<file path="src/rtl/core/mme_ram.sv">
// Generic single-write, single-read RAM with registered read data.
module mme_ram #(
    parameter int WIDTH = 16,
    parameter int DEPTH = 64
) (
    input  logic                     i_clk,
    input  logic                     i_we,
    input  logic [$clog2(DEPTH)-1:0] i_waddr,
    input  logic [WIDTH-1:0]         i_wdata,
    input  logic [$clog2(DEPTH)-1:0] i_raddr,
    output logic [WIDTH-1:0]         o_rdata
);
    logic [WIDTH-1:0] r_mem [DEPTH];
    logic [WIDTH-1:0] r_rdata;

    always_ff @(posedge i_clk) begin
        if (i_we) begin
            r_mem[i_waddr] <= i_wdata;
        end
        r_rdata <= r_mem[i_raddr];
    end

    assign o_rdata = r_rdata;
endmodule

</file>
<file path="config.mk">
export PLATFORM = sky130hd
export DESIGN_NAME = mme_ram
export DESIGN_NICKNAME = d
export VERILOG_FILES = /design/src/rtl/core/mme_ram.sv
export SDC_FILE = /design/constraint.sdc
export NUM_CORES = 1
export LEC_CHECK = 0
export BUFFER_PORTS_ARGS = -buffer_cell sky130_fd_sc_hd__buf_2
export CORE_ASPECT_RATIO = 0.8
export CORE_MARGIN = 1
export CORE_UTILIZATION = 55
export DETAILED_ROUTE_END_ITERATION = 6
export PLACE_DENSITY = 0.69
export SLEW_MARGIN = 5
export SYNTH_ARGS = -nofsm -noshare
export SYNTH_HDL_FRONTEND = slang
export SYNTH_SLANG_ARGS = --single-unit
export TNS_END_PERCENT = 30
</file>
<file path="constraint.sdc">
create_clock -name i_clk -period 4 [get_ports i_clk]
set_clock_uncertainty 0.05 [all_clocks]
set_input_delay 0.8 -clock i_clk [delete_from_list [all_inputs] [get_ports i_clk]]
set_output_delay 0.8 -clock i_clk [all_outputs]
set_load 0.02 [all_outputs]
</file>
==> results.json, run 1 <==
{
  "status": "finished, final reports clean",
  "postCtsSetupBuffers": 0,
  "firstDrtPassIters": 6,
  "hold_viol_final": 0,
  "nFillCells": 4893,
  "postSynthCellCount": 1829,
  "post-route-period-util_pct": 74.9,
  "cts-buffers-inserted": 94,
  "power.leakage_uw": 0.0143,
  "ys_seq_elements": 1040,
  "coreArea_mm2": 0.0720,
  "reg2reg_from": "r_mem[63][0]$_DFFE_PP_",
  "fin_util_pct": 62.3,
  "io_pins": 46,
  "cp-endpoint": "o_rdata[13]$_DFF_P_",
  "yosysTopAreaCell": "edfxtp_1",
  "powerDensity_mw_per_mm2": 493,
  "routedWlPerCell_um": 30.9,
  "multiInputGateArea_mm2": 0.00825,
  "drt.antenna.violating_nets": 0,
  "synth_edf_count": 1024,
  "routed-via-count": 19500,
  "synth.avg_cell_area_um2": 21.9,
  "cts_tree": "done",
  "nets": 2023,
  "ys.flop_type": "edfxtp_1",
  "grt_pass1_wl_um": 135000,
  "dp_hpwl_um": 56600,
  "rr_endpoint": "o_rdata[0]$_DFF_P_",
  "maxSlewHeadroom_pct": 12.5,
  "grt_util_met1_pct": 39.1,
  "overflow": 0,
  "synth_top_area_share_pct": 76.8,
  "min_path_type": "primary input to register",
  "cp.arrival_ns": 3.47,
  "cts.clk_slew.worst_paths_ns": 0.06,
  "slew_violations": 0,
  "ctsHoldBuffers": 0,
  "rsz0062_at_grt": "no",
  "htreeDepth": 3,
  "endpoint_kind": "register",
  "required_ns": 4.47,
  "cp-start-kind": "primary input",
  "totalWireLength_um": 93300,
  "start_util_pct": 55.6,
  "async_flop_share_pct": 0,
  "reg2regPathDepth": 4,
  "numClockSinks": 1040,
  "synthTopCellsByCount": "1,024 x edfxtp_1, 220 x mux4_2, 85 x mux2i_1",
  "chipHeight_um": 243,
  "seq_area_mm2": 0.0311,
  "ys_seq_area_share_pct": 77.6,
  "grt_max_degree": 72,
  "die_x_um": 304,
  "syn_nets": 1859,
  "synth_area_leaders": "edfxtp_1 77%, mux4_2 12%, mux2i_1 2.1%",
  "critPathLaunch": "i_raddr[1]",
  "worstMarginPinSlew_ns": 1.31,
  "numPortBuffers": 45,
  "period_needed_ns": 3.00,
  "drc": 0,
  "clock_path_buffers": 3,
  "drive_gt1_share_pct": 27.3,
  "gr-usage-all-layers_pct": 25.6,
  "rows": 88,
  "synth.most_common_cell": "edfxtp_1",
  "viasPerCell": 6.47,
  "grt_pass1_vias": 19300,
  "drtIter0Drc": 2358,
  "setup_tns_ns": 0,
  "fp.dieArea_mm2": 0.0739,
  "post_cts_resize_count": 0,
  "yosysWarnings": 0,
  "critPathKind": "primary input to register",
  "gp_congestion": 0.858,
  "cts-root-buf": "clkbuf_16",
  "busiest_layer": "met1",
  "grt_use_met3_pct": 6.53,
  "setup_viol": 0,
  "syn_area_mm2": 0.0400,
  "syn_to_final_growth_pct": 12.0,
  "clk_latency_ns": 0.67,
  "antenna_found_initial": 9,
  "use_met2_pct": 37.6,
  "fmax_ghz": 0.334,
  "synth_cell_type_count": 43,
  "r2r_slack_ns": 1.75,
  "max-vdd-ir-drop_uv": 495,
  "maxCapViolations": 0,
  "cp_max_fo": 71
}
==> area by class of cell <==
cell class	instances	share of cell area [%]
Sequential cell	1040	69.3
Multi-Input combinational cell	685	18.4
Clock buffer	116	5.57
Timing Repair Buffer	172	2.96
Tap cell	945	2.64
Clock inverter	58	1.13
Antenna cell	1	0.00558
==> state kept, by name, indices dropped and copies added, names as in the netlist <==
signal	flops
o_rdata	16
r_mem	1024
==> kinds of logic (layout without fill, tap and decap cells) <==
kind of cell | count (synthesis) | after routing | share of synthesized area, %
other | 0 | 1 | 0
and+or+nand+nor | 220 | 220 | 2.65
muxes | 336 | 336 | 15.5
buffers and inverters | 104 | 346 | 1.83
DFF | 1040 | 1040 | 77.6
AOI/OAI and AO/OA | 129 | 129 | 2.41
==> per-layer routing <==
layer / vias up / wire length (um)
li1: 8014 / -
met4: 2 / 1570
met3: 116 / 10200
met5: - / 17
met2: 1029 / 42500
met1: 10300 / 39100
==> worst max-delay path, cell delays in order <==
cell,delay [ns]
buf_6,0.59
buf_4,0.43
nand2_4,0.13
a211oi_1,0.37
a221oi_1,0.15
buf_4,0.21
a221oi_1,0.56
a311oi_1,0.08
==> worst min path at each step <==
stage	depth (start not counted)	end	slack, ns	from
finish	1	r_mem[12][10]$_DFFE_PP_	0.60	i_wdata[10]
CTS	1	r_mem[12][10]$_DFFE_PP_	0.57	i_wdata[10]
floorplan	5	o_rdata[10]$_DFF_P_	0.70	r_mem[62][10]$_DFFE_PP_
global placement	4	o_rdata[14]$_DFF_P_	0.78	r_mem[18][14]$_DFFE_PP_
global route	1	r_mem[12][10]$_DFFE_PP_	0.60	i_wdata[10]
detailed placement	5	o_rdata[12]$_DFF_P_	0.78	r_mem[62][12]$_DFFE_PP_
==> metrics by stage <==
stage | cells | worst slack, ns | power [uW] | area [um^2] | hold slack [ns]
5_1_grt | 3017 | 1.01 | 22700 | 44800 | 0.602
2_1_floorplan | 1829 | 1.12 | 13000 | 40000 | 0.700
3_3_place_gp | 2842 | 0.445 | 13500 | 41800 | 0.777
6_report | 3017 | 1.00 | 22100 | 44800 | 0.601
3_5_place_dp | 2842 | 0.469 | 13500 | 41800 | 0.781
4_1_cts | 3016 | 1.16 | 22200 | 44800 | 0.572
==> power by group <==
group / internal (uW) / switching (uW)
Combinational: 417 / 737
Clock: 5020 / 3840
Sequential: 12100 / 39.2
==> cells in the final DEF, fill, tap and decap left out, types with 2 or more instances in the layout <==
| cell type | count |
|---|---|
| a211o_1 | 8 |
| a211oi_1 | 8 |
| a21oi_1 | 17 |
| a221o_1 | 6 |
| a221oi_1 | 16 |
| a22o_1 | 6 |
| a22oi_1 | 39 |
| a311oi_1 | 8 |
| a31oi_1 | 8 |
| a41oi_1 | 5 |
| and2_1 | 2 |
| and4_1 | 5 |
| buf_12 | 10 |
| buf_2 | 42 |
| buf_4 | 117 |
| bufinv_16 | 9 |
| clkbuf_1 | 19 |
| clkbuf_16 | 97 |
| clkinv_1 | 19 |
| clkinv_2 | 26 |
| dfxtp_1 | 16 |
| edfxtp_1 | 1024 |
| inv_6 | 4 |
| mux2_2 | 27 |
| mux2i_1 | 85 |
| mux4_1 | 4 |
| mux4_2 | 220 |
| nand2_1 | 59 |
| nand2b_1 | 3 |
| nand3_1 | 24 |
| nand3b_1 | 2 |
| nand4_1 | 12 |
| nor2_1 | 71 |
| nor2_2 | 3 |
| nor2b_1 | 30 |
| nor3_2 | 2 |
| nor4_2 | 3 |
| o21ai_0 | 5 |
| o21ai_1 | 3 |
Power figures use the tool's default switching activity.
==> inputs of run 2 (changes only) <==
- ABC_AREA: default -> 1
- clock period: 4 -> 2.9 ns (I/O delays scaled with it)
==> results.json, run 2 <==
{
  "drt.antenna.violating_nets": 0,
  "antenna_found_initial": 8,
  "syn_area_mm2": 0.0421,
  "viasPerCell": 5.93,
  "overflow": 0,
  "gp_congestion": 0.852,
  "clk_latency_ns": 0.68,
  "postCtsSetupBuffers": 0,
  "cp.arrival_ns": 2.73,
  "synth_cell_type_count": 16,
  "yosysWarnings": 0,
  "cts-buffers-inserted": 97,
  "grt_max_degree": 141,
  "synth.most_common_cell": "nand2_1",
  "postPlaceCellArea_mm2": 0.0442,
  "drc": 0,
  "worstMarginPinSlew_ns": 0.972,
  "min_path_type": "primary input to register",
  "chipHeight_um": 249,
  "routedWlPerCell_um": 23.6,
  "cp_max_fo": 101,
  "cts.clk_slew.worst_paths_ns": 0.06,
  "hold_viol_final": 0,
  "numClockSinks": 1040,
  "dp_hpwl_um": 64000,
  "cp-start-kind": "primary input",
  "postSynthCellCount": 3517,
  "layout_commonest_cell": "nand2_1",
  "fmax_ghz": 0.460,
  "post_cts_resize_count": 0,
  "post-route-period-util_pct": 74.9,
  "async_flop_share_pct": 0,
  "io_pins": 46,
  "synthTopCellsByCount": "1,296 x nand2_1, 1,024 x edfxtp_1, 871 x nand3_1",
  "path_cells": "buf_8 > inv_16 > buf_12 > buf_12 > nand2_1 > nand3_1 > nand3_1 > nand2_1 > nand2_1 > nand3_1 > nand3_1 > nand2_1",
  "grt_pass1_wl_um": 167000,
  "coreArea_mm2": 0.0756,
  "htreeDepth": 3,
  "setup_ws_ns": 0.728,
  "slew_violations": 0,
  "rsz0062_at_grt": "no",
  "maxCapViolations": 0,
  "syn_to_final_growth_pct": 12.3,
  "synth_edf_count": 1024,
  "drive_gt1_share_pct": 10.2,
  "routed-via-count": 27900,
  "powerDensity_mw_per_mm2": 664,
  "largest_register": "r_mem",
  "yosysTopAreaCell": "edfxtp_1",
  "ctsHoldBuffers": 0,
  "synth_area_leaders": "edfxtp_1 73%, nand2_1 12%, nand3_1 10%",
  "fin_area_mm2": 0.0473,
  "ys.flop_type": "edfxtp_1",
  "status": "finished, final reports clean",
  "syn_nets": 3547,
  "grt_pass1_vias": 26500,
  "synth_top_area_share_pct": 73.0,
  "totalWireLength_um": 111000,
  "max-vdd-ir-drop_uv": 525,
  "endpoint_kind": "register",
  "period_needed_ns": 2.17,
  "nets": 3649,
  "gr-usage-all-layers_pct": 28.7,
  "layout_common_cells": "1,296 x nand2_1, 1,024 x edfxtp_1, 871 x nand3_1",
  "setup_viol": 0,
  "slowest_delay_ns": 0.32,
  "cpMaxStageDelayCell": "inv_16",
  "fp.dieArea_mm2": 0.0777,
  "antenna_cells": 0,
  "synth.avg_cell_area_um2": 12.0,
  "required_ns": 3.46,
  "power.leakage_uw": 0.0172,
  "cts_tree": "done",
  "largest_reg_flops": 1024,
  "firstDrtPassIters": 5,
  "maxSlewHeadroom_pct": 35.2,
  "cts-root-buf": "clkbuf_16",
  "clock_path_buffers": 3,
  "dp_slack_ns": 0.158,
  "ys_seq_elements": 1040,
  "start_util_pct": 55.7,
  "critPathKind": "primary input to register",
  "hold_slack_ns": 0.178,
  "drtIter0Drc": 3769,
  "nFillCells": 5620,
  "numPortBuffers": 45,
  "die_x_um": 311,
  "rows": 90,
  "ys_seq_area_share_pct": 73.8
}
-- run 2: through the flow --
step,power [uW],cells,util [%],TNS [ns]
2_1_floorplan,18100,3517,-,-36.36
3_3_place_gp,19000,4532,58.5,0
3_5_place_dp,19100,4532,58.5,0
4_1_cts,31500,4713,62.6,0
5_1_grt,32300,4713,62.6,0
6_report,31400,4713,62.6,0
-- run 2: power breakdown --
| part | switching, uW | internal [uW] | leakage, uW |
|---|---|---|---|
| logic | 1520 | 567 | 0.00634 |
| clock network | 5420 | 7190 | 0.00153 |
| registers | 78.0 | 16600 | 0.00935 |
| total | 7020 | 24400 | 0.0172 |
-- run 2: cell type report --
| class | count | area [um^2] | area share (%) |
|---|---|---|---|
| Clock inverter | 44 | 407 | 0.860 |
| Inverter | 12 | 71.3 | 0.151 |
| Clock buffer | 137 | 2700 | 5.72 |
| Timing Repair Buffer | 228 | 2160 | 4.57 |
| Sequential cell | 1040 | 31100 | 65.7 |
| Multi-Input combinational cell | 2240 | 9600 | 20.3 |
| Tap cell | 1012 | 1270 | 2.68 |
-- run 2: path summary, 6_finish.rpt --
path / start / end / slack [ns] / depth (start not counted)
max: i_raddr[0] / o_rdata[11]$_DFF_P_ / 0.73 / 12
min: i_wdata[1] / r_mem[53][1]$_DFFE_PP_ / 0.18 / 1
max reg2reg: r_mem[15][13]$_DFFE_PP_ / o_rdata[13]$_DFF_P_ / 1.21 / 8
min reg2reg: r_mem[56][1]$_DFFE_PP_ / o_rdata[1]$_DFF_P_ / 0.75 / 8
-- run 2: logic make-up after synthesis --
| logic type | after synthesis | synth area share, % |
|---|---|---|
| buffers and inverters | 237 | 3.54 |
| DFF | 1040 | 73.8 |
| and+or+nand+nor | 2240 | 22.7 |
-- run 2: routing by layer --
metal | vias to the layer above | GRT usage [%] | part of all wire [%]
met1 | 13600 | 43.4 | 42
met3 | 222 | 6.61 | 11
met2 | 1562 | 41.9 | 44
met5 | - | 0 | 0.050
li1 | 12600 | - | -
met4 | 10 | 8.11 | 2.6
-- run 2: critical path, delay by kind of cell --
kind	cells	cell delay, ns
and+or+nand+nor	8	1.08
buffers and inverters	4	0.95
