`src/rtl/core/mme_pkg.sv`:
```
// Shared types, constants and arithmetic helpers of the matrix multiply engine.
package mme_pkg;

    localparam int MAX_DIM   = 8;
    localparam int ELEM_W    = 16;
    localparam int DIM_W     = $clog2(MAX_DIM);
    localparam int ADDR_W    = 2 * DIM_W;
    localparam int DEPTH     = MAX_DIM * MAX_DIM;
    localparam int FRAC_W    = ELEM_W / 2;
    localparam int PROD_W    = 2 * ELEM_W;
    localparam int ACC_W     = PROD_W + DIM_W;
    localparam int CFG_W     = 4;
    localparam int DRAIN_CYC = MAX_DIM + 2;
    localparam int DRAIN_W   = $clog2(DRAIN_CYC);

    typedef enum logic [1:0] {
        OP_LOAD_A  = 2'd0,
        OP_LOAD_B  = 2'd1,
        OP_COMPUTE = 2'd2,
        OP_UNUSED  = 2'd3
    } t_op;

    typedef enum logic [1:0] {
        REG_A_ROWS = 2'd0,
        REG_A_COLS = 2'd1,
        REG_B_ROWS = 2'd2,
        REG_B_COLS = 2'd3
    } t_reg;

    typedef enum logic [2:0] {
        S_IDLE,
        S_FEED,
        S_DRAIN,
        S_OUT,
        S_ERR
    } t_state;

    // One element of A travelling down the row of cells.
    typedef struct packed {
        logic                     valid;
        logic                     first;
        logic [DIM_W-1:0]         k;
        logic signed [ELEM_W-1:0] a;
    } t_tok;

    typedef struct packed {
        logic                     sat;
        logic signed [ELEM_W-1:0] val;
    } t_res;

    // Register value 0 acts as 1, anything above MAX_DIM as MAX_DIM.
    function automatic logic [DIM_W:0] eff_dim(input logic [CFG_W-1:0] r);
        logic [DIM_W:0] d;
        if (r == '0) begin
            d = (DIM_W+1)'(1);
        end else if (32'(r) > MAX_DIM) begin
            d = (DIM_W+1)'(MAX_DIM);
        end else begin
            d = (DIM_W+1)'(r);
        end
        return d;
    endfunction

    // Round half up back to Q8.8, then clip to the element range.
    function automatic t_res round_sat(input logic signed [ACC_W-1:0] acc);
        logic signed [ACC_W-1:0] t;
        logic signed [ACC_W-1:0] q;
        logic signed [ACC_W-1:0] hi;
        logic signed [ACC_W-1:0] lo;
        t_res res;
        t  = acc + ACC_W'(1 << (FRAC_W - 1));
        q  = t >>> FRAC_W;
        hi = ACC_W'((1 << (ELEM_W - 1)) - 1);
        lo = -hi - ACC_W'(1);
        if (q > hi) begin
            res.sat = 1'b1;
            res.val = hi[ELEM_W-1:0];
        end else if (q < lo) begin
            res.sat = 1'b1;
            res.val = lo[ELEM_W-1:0];
        end else begin
            res.sat = 1'b0;
            res.val = q[ELEM_W-1:0];
        end
        return res;
    endfunction

endpackage

```
`src/rtl/core/mme_cell.sv`:
```
// One multiply-accumulate cell holding a column of B.
module mme_cell (
    input  logic                             i_clk,
    input  logic                             i_rst_n,
    input  mme_pkg::t_tok                    i_tok,
    output mme_pkg::t_tok                    o_tok,
    input  logic                             i_we,
    input  logic [mme_pkg::DIM_W-1:0]        i_waddr,
    input  logic signed [mme_pkg::ELEM_W-1:0] i_wdata,
    output logic signed [mme_pkg::ACC_W-1:0] o_acc
);
    import mme_pkg::*;

    logic signed [ELEM_W-1:0] r_col [MAX_DIM];
    t_tok                     r_tok;
    logic signed [PROD_W-1:0] r_prod;
    logic                     r_pvalid;
    logic                     r_pfirst;
    logic signed [ACC_W-1:0]  r_acc;

    always_ff @(posedge i_clk) begin
        if (i_we) begin
            r_col[i_waddr] <= i_wdata;
        end
        r_prod   <= i_tok.a * r_col[i_tok.k];
        r_pfirst <= i_tok.first;
        if (r_pvalid) begin
            if (r_pfirst) begin
                r_acc <= ACC_W'(r_prod);
            end else begin
                r_acc <= r_acc + ACC_W'(r_prod);
            end
        end
    end

    always_ff @(posedge i_clk) begin
        if (!i_rst_n) begin
            r_tok    <= '0;
            r_pvalid <= 1'b0;
        end else begin
            r_tok    <= i_tok;
            r_pvalid <= i_tok.valid;
        end
    end

    assign o_tok = r_tok;
    assign o_acc = r_acc;
endmodule

```
`config.mk`:
```
export PLATFORM = sky130hd
export DESIGN_NAME = mme_cell
export DESIGN_NICKNAME = d
export VERILOG_FILES = /design/src/rtl/core/mme_pkg.sv /design/src/rtl/core/mme_cell.sv
export SDC_FILE = /design/constraint.sdc
export NUM_CORES = 1
export LEC_CHECK = 0
export ABC_AREA = 1
export BUFFER_PORTS_ARGS = -buffer_cell sky130_fd_sc_hd__buf_4
export CORE_MARGIN = 10
export CORE_UTILIZATION = 67
export CTS_CLUSTER_SIZE = 12
export DETAILED_ROUTE_END_ITERATION = 16
export PLACE_DENSITY_LB_ADDON = 0.1
export SYNTH_ARGS = -nofsm -noshare
export SYNTH_HDL_FRONTEND = slang
export SYNTH_SLANG_ARGS = --single-unit
```
`constraint.sdc`:
```
create_clock -name i_clk -period 10.4 [get_ports i_clk]
set_clock_uncertainty 0.15 [all_clocks]
set_input_delay 1.56 -clock i_clk [delete_from_list [all_inputs] [get_ports i_clk]]
set_output_delay 1.56 -clock i_clk [all_outputs]
set_load 0.005 [all_outputs]
```
==> results of run 1 <==
==> registers in the layout, indices dropped and copies added (netlist names) <==
name and flops:
r_col 128, o_acc 35, r_pvalid 1, r_pfirst 1, r_prod 32, o_tok 20
==> metrics by stage <==
step / setup slack [ns] / utilization, % / hold slack (ns) / instance area (um2) / instances
finish: 1.72 / 73.9 / 0.386 / 22100 / 2816
global route: 1.33 / 73.9 / 0.396 / 22100 / 2816
CTS: 1.82 / 73.9 / 0.391 / 22100 / 2816
detailed placement: 1.28 / 71.5 / 0.378 / 21400 / 2774
global placement: 1.46 / 71.5 / 0.366 / 21400 / 2774
floorplan: 3.14 / - / 0.355 / 20400 / 2333
==> kinds of logic after synthesis <==
family                     Yosys count  share of synthesized area (%)
adders and majority gates          379                           32.9
buffers and inverters              541                           10.7
and+or+nand+nor                    946                           19.3
AOI/OAI and AO/OA                  215                           6.33
xor gates and xnor gates            35                           1.50
DFF                                217                           29.3
==> layout by cell type, fill, tap and decap left out, types with 15 or more instances in the layout <==
cell type  synthesis  routed
nor2_1           269     269
edfxtp_1         163     163
xor2_1            20      20
nor2_2            44      44
nand2_2           17      17
o221ai_1          29      29
a21oi_1           58      58
inv_2             15      15
buf_4              7     112
xnor2_1           15      15
nand4_1           19      19
clkbuf_16          0      23
nand2_1          495     495
fa_1             263     263
inv_1            461     461
o21ai_0           82      82
dfxtp_1           54      54
nand3_1           69      69
ha_1             116     116
==> worst min path at each step <==
stage | from | end | slack, ns | cells after the start
6_report | r_prod[20] | o_acc[20] | 0.39 | 2
5_1_grt | r_prod[13] | o_acc[13] | 0.40 | 2
4_1_cts | r_prod[13] | o_acc[13] | 0.39 | 2
3_5_place_dp | r_prod[20] | o_acc[20] | 0.38 | 2
3_3_place_gp | r_prod[0] | o_acc[0] | 0.37 | 2
2_1_floorplan | r_prod[0] | o_acc[0] | 0.36 | 2
==> final cells by class <==
type / instances / area [um2]
Clock buffer: 37 / 638
Clock inverter: 5 / 66.3
Fill cell: 2276 / 7800
Inverter: 480 / 1800
Multi-Input combinational cell: 1575 / 12300
Sequential cell: 217 / 5980
Tap cell: 390 / 488
Timing Repair Buffer: 112 / 841
==> worst max-delay path: cells and delay by family <==
kind	cells	cell delay [ns]
compound gates	2	0.41
buf+inv	7	1.66
fa+ha+maj	7	3.70
simple gates	8	1.53
==> routing by layer <==
metal | part of all wire, % | track usage, % | vias to the layer above | wire [um]
met5 | 0 | 0 | - | 0
met4 | 4.4 | 11.9 | 0 | 2380
met3 | 8.8 | 4.90 | 147 | 4760
met2 | 47 | 47.2 | 822 | 25400
met1 | 40 | 37.1 | 7755 | 21700
li1 | - | - | 7360 | -
==> flow_metrics.py, run 1 <==
metrics = {
    "synth": {
        "yosys_warnings": 0,
        "synth_cell_types": 42,
        "synth_common_cells": "nand2_1 (495), inv_1 (461), nor2_1 (269)",
        "yosysTopAreaCell": "fa_1",
        "synth_nets": 2755,
        "synth_area_leaders": "fa_1 (26%), edfxtp_1 (24%), nand2_1 (9.1%), inv_1 (8.5%), ha_1 (7.1%)",
        "seq_area_frac_synth_pct": 29.3,
        "synth-main-ff-cell": "edfxtp_1",
        "synthesis.area_um2": 20400,
        "synth_most_common_cell": "nand2_1",
        "postSynthAreaPerCell_um2": 8.75,
        "yosysTopAreaCellShare_pct": 25.8,
        "synth-edff-count": 163,
        "ys_ff_latch": 217,
        "synthCells": 2333,
        "async_flop_share_pct": 0,
    },
    "timing": {
        "max_freq_mhz": 115,
        "rsz0062_at_grt": "false",
        "tightest_slew_ns": 1.12,
        "fin_crit_sh_pct": 83.5,
        "finalSetupTns_ns": 0,
        "drv_slew": 0,
        "period_minus_slack_ns": 8.68,
        "relSlewSlack_pct": 25.0,
        "timing_hold_violations_final": 0,
        "finalSetupViolCount": 0,
    },
    "critical_path": {
        "worst-r2r-setup-slack_ns": 3.67,
        "crit_start": "i_tok[16]",
        "r2r_start": "r_col[5][2]",
        "reg2reg_to": "r_prod[30]",
        "slowest_delay_ns": 0.80,
        "crit_path_end_kind": "register",
        "cp_slowest_cell": "inv_2",
        "start_kind": "input pin",
        "cpMostUsedCell": "fa_1",
        "endpoint": "r_prod[30]",
        "worstPathCellList": "buf_4 -> inv_2 -> o21ai_0 -> o221ai_1 -> nand2_1 -> inv_1 -> nand2_1 -> fa_1 -> inv_1 -> fa_1 -> fa_1 -> fa_1 -> fa_1 -> inv_1 -> fa_1 -> inv_1 -> ha_1 -> nand2_1 -> nor2_1 -> inv_1 -> nor2_1 -> nand4_1 -> nand3_1 -> nand2_1",
        "reg2reg_depth": 22,
        "path_class": "input pin to register",
        "worstPathRequired_ns": 10.67,
        "worst-path-max-fanout": 66,
        "cp.arrival_ns": 8.95,
    },
    "cts": {
        "cts_tree": "done",
        "cts_made_buffers": 23,
        "cts_resized": 0,
        "clock_path_buffers": 3,
        "clock_sinks": 217,
        "cts-hold-fix-buffers": 0,
        "htreeDepth": 1,
        "cts_setup_buffers": 0,
        "cts_root_buffer": "clkbuf_16",
        "insertion_delay_ns": 0.54,
        "clk_pin_slew_ns": 0.06,
    },
    "grt": {
        "track_usage_pct": 28.7,
        "grt_pass1_vias": 16700,
        "grt-ovfl-total": 0,
        "antenna_found_initial": 0,
        "grt_pass1_wl_um": 87700,
        "grt_max_degree": 67,
    },
    "die": {
        "die_h_um": 195,
        "fp.dieArea_um2": 37900,
        "pin_count": 99,
        "row_count": 63,
        "dieWidth_um": 195,
        "initial_core_util_pct": 68.3,
        "core-area_um2": 29900,
    },
    "final_layout": {
        "drive_above_1_share_pct": 9.81,
        "diodes": 0,
        "synthToLayoutAreaGrowth_pct": 8.09,
        "fin_nets": 2831,
    },
    "run_status": {
        "outcome": "complete, no violations",
    },
    "run": {
        "max_cap_viol_count": 0,
    },
    "placed_design": {
        "portBuffers": 98,
        "gp_congestion": 1.02,
        "dpl.hpwl_um": 42600,
    },
    "routing": {
        "drt_first_pass_iters": 6,
        "drt-initial-drc-count": 1365,
        "vias": 16100,
        "drc": 0,
        "ant_nets": 0,
        "wire_per_inst_um": 19.2,
        "avgViaCountPerCell": 5.71,
        "drt-total-wl_um": 54200,
    },
    "min_path": {
        "hp-class": "register to register",
    },
}
Power of run 1 is left out: the tool's default activity adds up to more than one toggle a clock period on the data nets, which glitch-free logic cannot reach.
==> inputs of run 2 (changes only) <==
--- a/config.mk
+++ b/config.mk
@@ -8,7 +8,7 @@
 export ABC_AREA = 1
 export BUFFER_PORTS_ARGS = -buffer_cell sky130_fd_sc_hd__buf_4
 export CORE_MARGIN = 10
-export CORE_UTILIZATION = 67
+export CORE_UTILIZATION = 58
 export CTS_CLUSTER_SIZE = 12
 export DETAILED_ROUTE_END_ITERATION = 16
 export PLACE_DENSITY_LB_ADDON = 0.1
==> constraint.sdc (replaced) <==
create_clock -name i_clk -period 7.19 [get_ports i_clk]
set_clock_uncertainty 0.15 [all_clocks]
set_input_delay 1.0785 -clock i_clk [delete_from_list [all_inputs] [get_ports i_clk]]
set_output_delay 1.0785 -clock i_clk [all_outputs]
set_load 0.005 [all_outputs]
==> run 2 against run 1 <==
  * Wire length increased by 2.0%
  * Utilization decreased by 6.8 points
  * Via count increased by 0.95%
  * Final cell count increased by 6.9%
  * Setup slack got worse by 1.4 ns
  * Critical path depth increased by 2
  * First-iteration DRC count decreased by 8.0%
  * Design area increased by 5.3%
  * Sequential share of layout area decreased by 1.4 points
  * Largest cell class unchanged
==> flow_metrics.py, run 2 (synthesis gave the netlist of run 1 again) <==
metrics = {
    "grt": {
        "antenna_found_initial": 0,
        "grt_pass1_wl_um": 90200,
        "grt_pass1_vias": 17000,
        "grt-ovfl-total": 0,
        "track_usage_pct": 25.9,
        "grt_max_degree": 66,
    },
    "placed_design": {
        "portBuffers": 98,
        "place_ws_ns": -0.237,
        "gp_congestion": 0.963,
        "dpl.hpwl_um": 45100,
    },
    "cts": {
        "clock_sinks": 217,
        "clk_pin_slew_ns": 0.06,
        "cts-hold-fix-buffers": 0,
        "clock_path_buffers": 3,
        "cts_root_buffer": "clkbuf_16",
        "htreeDepth": 1,
        "cts_setup_buffers": 0,
        "cts_resized": 0,
        "insertion_delay_ns": 0.53,
        "cts_made_buffers": 24,
        "cts_tree": "done",
    },
    "timing": {
        "timing_hold_violations_final": 0,
        "fin_crit_sh_pct": 95.9,
        "finalSetupViolCount": 0,
        "period_minus_slack_ns": 6.90,
        "rsz0062_at_grt": "false",
        "tightest_slew_ns": 1.11,
        "relSlewSlack_pct": 25.7,
        "max_freq_mhz": 145,
        "setup_ws_ns": 0.292,
        "drv_slew": 0,
    },
    "final_layout": {
        "drive_above_1_share_pct": 14.4,
        "multi_input_area_um2": 12300,
        "nFillCells": 2880,
        "synthToLayoutAreaGrowth_pct": 13.8,
        "largest_reg_flops": 128,
        "seq_area_um2": 5980,
        "final_common_cell": "nand2_1",
        "fin_nets": 2960,
        "layout_common_cells": "nand2_1 (495), inv_1 (461), nor2_1 (269)",
        "regMostFlops": "r_col",
        "diodes": 0,
    },
    "min_path": {
        "hp-class": "register to register",
        "worstHoldEndpoint": "o_acc[2]",
        "min_path_cells": 2,
        "worstHoldStart": "r_prod[2]",
    },
    "critical_path": {
        "cp_slowest_cell": "fa_1",
        "reg2reg_depth": 23,
        "crit_path_end_kind": "register",
        "slowest_delay_ns": 0.57,
        "cpMostUsedCell": "fa_1",
        "worst-path-buf-inv": 9,
        "worst-r2r-setup-slack_ns": 0.99,
        "cp.arrival_ns": 7.18,
        "start_kind": "input pin",
        "path_class": "input pin to register",
        "reg2reg_to": "r_prod[29]",
        "cp_top_family": "adder cells",
        "r2r_start": "r_col[2][4]",
        "worst-path-max-fanout": 20,
        "worstPathRequired_ns": 7.47,
    },
    "die": {
        "core-area_um2": 34600,
        "pin_count": 99,
        "dieWidth_um": 208,
        "die_h_um": 208,
        "initial_core_util_pct": 59.0,
        "fp.dieArea_um2": 43100,
        "row_count": 68,
    },
    "run_status": {
        "outcome": "complete, no violations",
    },
    "routing": {
        "drt_first_pass_iters": 5,
        "drt-total-wl_um": 55300,
        "vias": 16200,
        "drc": 0,
        "drt-initial-drc-count": 1256,
        "ant_nets": 0,
        "avgViaCountPerCell": 5.39,
        "wire_per_inst_um": 18.4,
    },
    "run": {
        "max_cap_viol_count": 0,
    },
}
[run 2: layer usage]
metal | share of wire, % | up-vias | global-route usage [%]
met5 | 0 | - | 0
met4 | 3.3 | 0 | 8.12
met3 | 7.8 | 105 | 4.65
met2 | 47 | 611 | 43.3
met1 | 42 | 7892 | 33.8
li1 | - | 7628 | -
[run 2: worst max path at each step]
stage	from	end	slack [ns]	depth (start not counted)
2_1_floorplan	i_tok[16]	r_prod[31]	0.41	26
3_3_place_gp	i_tok[16]	r_prod[29]	-0.13	25
3_5_place_dp	i_tok[16]	r_prod[29]	-0.24	26
4_1_cts	i_tok[16]	r_prod[29]	0.31	25
5_1_grt	i_tok[16]	r_prod[31]	0.01	26
6_report	i_tok[16]	r_prod[29]	0.29	26
[run 2: worst reg2reg max path, delay by kind of cell, from the launching register on]
family	cells	cell delay, ns
flops	1	0.33
fa+ha+maj	7	3.39
compound gates	2	0.31
simple gates	8	1.41
buf+inv	6	0.52
[run 2: area by class of cell]
type	count	share of cell area (%)
multi-input combinational	1575	52.7
sequential	217	25.7
timing repair buffer	240	8.18
inverter	480	7.75
clock buffer	36	3.00
tap	455	2.45
clock inverter	7	0.161
[run 2: through the flow]
step / instances / cell area (um2) / setup TNS [ns] / hold WS [ns] / utilization (%)
finish: 3010 / 23200 / 0 / 0.391 / 67.1
floorplan: 2333 / 20400 / 0 / 0.355 / -
global placement: 2967 / 22500 / -0.227 / 0.369 / 65.0
global route: 3010 / 23200 / 0 / 0.415 / 67.1
detailed placement: 2967 / 22500 / -0.817 / 0.374 / 65.0
CTS: 3010 / 23200 / 0 / 0.387 / 67.1
Power of run 2 is left out for the same reason.
==> inputs of run 3 (changes only) <==
--- a/config.mk
+++ b/config.mk
@@ -12,6 +12,8 @@
 export CTS_CLUSTER_SIZE = 12
 export DETAILED_ROUTE_END_ITERATION = 16
 export PLACE_DENSITY_LB_ADDON = 0.1
+export SKIP_LAST_GASP = 1
 export SYNTH_ARGS = -nofsm -noshare
 export SYNTH_HDL_FRONTEND = slang
 export SYNTH_SLANG_ARGS = --single-unit
+export TNS_END_PERCENT = 1
==> constraint.sdc (replaced) <==
create_clock -name i_clk -period 7.19 [get_ports i_clk]
set_clock_uncertainty 0.15 [all_clocks]
set_input_delay 1.438 -clock i_clk [delete_from_list [all_inputs] [get_ports i_clk]]
set_output_delay 1.438 -clock i_clk [all_outputs]
set_load 0.005 [all_outputs]
==> run 3 against run 2 <==
  * First-iteration DRC count shrank 14%
  * Count of clock-buffer cells in the layout rose by 1
  * Maximum frequency decreased by 0.86%
  * Critical path depth increased by 1
==> flow_metrics.py, run 3 (synthesis gave the netlist of run 1 again) <==
metrics = {
    "cts": {
        "clk_pin_slew_ns": 0.06,
        "htreeDepth": 1,
        "cts_root_buffer": "clkbuf_16",
        "cts_tree": "done",
        "insertion_delay_ns": 0.55,
        "clock_path_buffers": 3,
        "cts-hold-fix-buffers": 0,
        "clock_sinks": 217,
        "cts_made_buffers": 25,
    },
    "grt": {
        "grt_pass1_vias": 17500,
        "grt-ovfl-total": 0,
        "track_usage_pct": 25.8,
        "grt_pass1_wl_um": 90500,
        "grt_max_degree": 50,
        "antenna_found_initial": 0,
    },
    "die": {
        "dieWidth_um": 208,
        "row_count": 68,
        "initial_core_util_pct": 59.0,
        "core-area_um2": 34600,
        "die_h_um": 208,
        "pin_count": 99,
        "fp.dieArea_um2": 43100,
    },
    "placed_design": {
        "placed_cell_area_um2": 22900,
        "gp_congestion": 0.961,
        "dpl.hpwl_um": 45300,
        "portBuffers": 98,
    },
    "routing": {
        "drt_first_pass_iters": 6,
        "drt-initial-drc-count": 1078,
        "avgViaCountPerCell": 5.33,
        "drt-total-wl_um": 55300,
        "drc": 0,
        "ant_nets": 0,
        "vias": 16400,
        "wire_per_inst_um": 18.0,
    },
    "timing": {
        "hold_slack_ns": 0.381,
        "max_freq_mhz": 144,
        "relSlewSlack_pct": 26.5,
        "finalSetupViolCount": 0,
        "tightest_slew_ns": 1.10,
        "fin_crit_sh_pct": 96.8,
        "timing_hold_violations_final": 0,
        "drv_slew": 0,
        "finalSetupTns_ns": 0,
        "rsz0062_at_grt": "true",
        "period_minus_slack_ns": 6.96,
    },
    "critical_path": {
        "crit_start": "i_tok[16]",
        "reg2reg_to": "r_prod[19]",
        "worst-path-max-fanout": 13,
        "worstPathRequired_ns": 7.52,
        "path_class": "input pin to register",
        "endpoint": "r_prod[19]",
        "worst-r2r-setup-slack_ns": 1.11,
        "reg2reg_depth": 24,
        "cp_slowest_cell": "fa_1",
        "r2r_start": "r_col[1][6]",
        "slowest_delay_ns": 0.54,
        "cpMostUsedCell": "fa_1",
        "start_kind": "input pin",
        "cp.arrival_ns": 7.29,
        "crit_path_end_kind": "register",
    },
    "final_layout": {
        "fin_nets": 3024,
        "synthToLayoutAreaGrowth_pct": 17.4,
        "final_common_cell": "nand2_1",
        "largest_reg_flops": 128,
        "drive_above_1_share_pct": 17.9,
        "post-route-util_pct": 69.2,
        "regMostFlops": "r_col",
        "diodes": 0,
        "design_area_um2": 24000,
        "layout_common_cells": "nand2_1 (491), inv_1 (461), buf_4 (291)",
    },
    "run": {
        "max_cap_viol_count": 0,
    },
    "run_status": {
        "outcome": "complete, no violations",
    },
    "min_path": {
        "hp-class": "register to register",
    },
}
run 3: cell count changes in the layout (fill, tap and decap cells not counted), sizes merged:
| cell | delta |
|---|---|
| buf | +62 |
| clkbuf | +2 |
| bufinv | +1 |
| inv | +2 |
| clkinvlp | +1 |
| clkinv | -2 |
run 3: worst min path at each step:
stage                          from        to  slack (ns)  cells after the start
final                     r_prod[0]  o_acc[0]        0.38                      2
after global routing      r_prod[0]  o_acc[0]        0.40                      2
after CTS                 r_prod[0]  o_acc[0]        0.39                      2
after detailed placement  r_prod[0]  o_acc[0]        0.38                      2
after global placement    r_prod[0]  o_acc[0]        0.37                      2
after floorplan           r_prod[0]  o_acc[0]        0.36                      2
run 3: per-stage QoR:
stage | setup slack (ns) | std cells
floorplan | 0.0476 | 2333
global placement | -0.428 | 3024
detailed placement | -0.447 | 3024
CTS | 0.127 | 3070
global route | -0.0810 | 3076
finish | 0.231 | 3076
run 3: worst max-delay path: cells and delay by family:
| family | cells | cell delay, ns |
|---|---|---|
| AND/OR/NAND/NOR | 6 | 0.70 |
| buffers and inverters | 10 | 1.11 |
| AO/OA/AOI/OAI | 3 | 0.62 |
| XOR/XNOR | 1 | 0.15 |
| adder cells (fa/ha/maj) | 7 | 3.26 |
run 3: repair_timing:
action / 4_1_cts / 5_1_grt
setup endpoints to repair: 0 / 15
gates resized for setup: 0 / 55
buffers inserted: 0 / 5
run 3: area by class of cell:
type | instances | area [um2]
inverter | 480 | 1820
timing repair buffer | 303 | 2410
clock inverter | 9 | 96.3
sequential | 217 | 5980
fill | 2811 | 10700
clock buffer | 37 | 712
multi-input combinational | 1575 | 12400
tap | 455 | 569
run 3: per-layer routing:
| metal | global-route usage (%) | vias to the layer above | wire, um |
|---|---|---|---|
| met4 | 6.80 | 0 | 1430 |
| li1 | - | 7743 | - |
| met5 | 0 | - | 0 |
| met3 | 4.45 | 103 | 3990 |
| met1 | 33.8 | 7997 | 23200 |
| met2 | 43.7 | 544 | 26600 |
Power of run 3 is left out for the same reason.
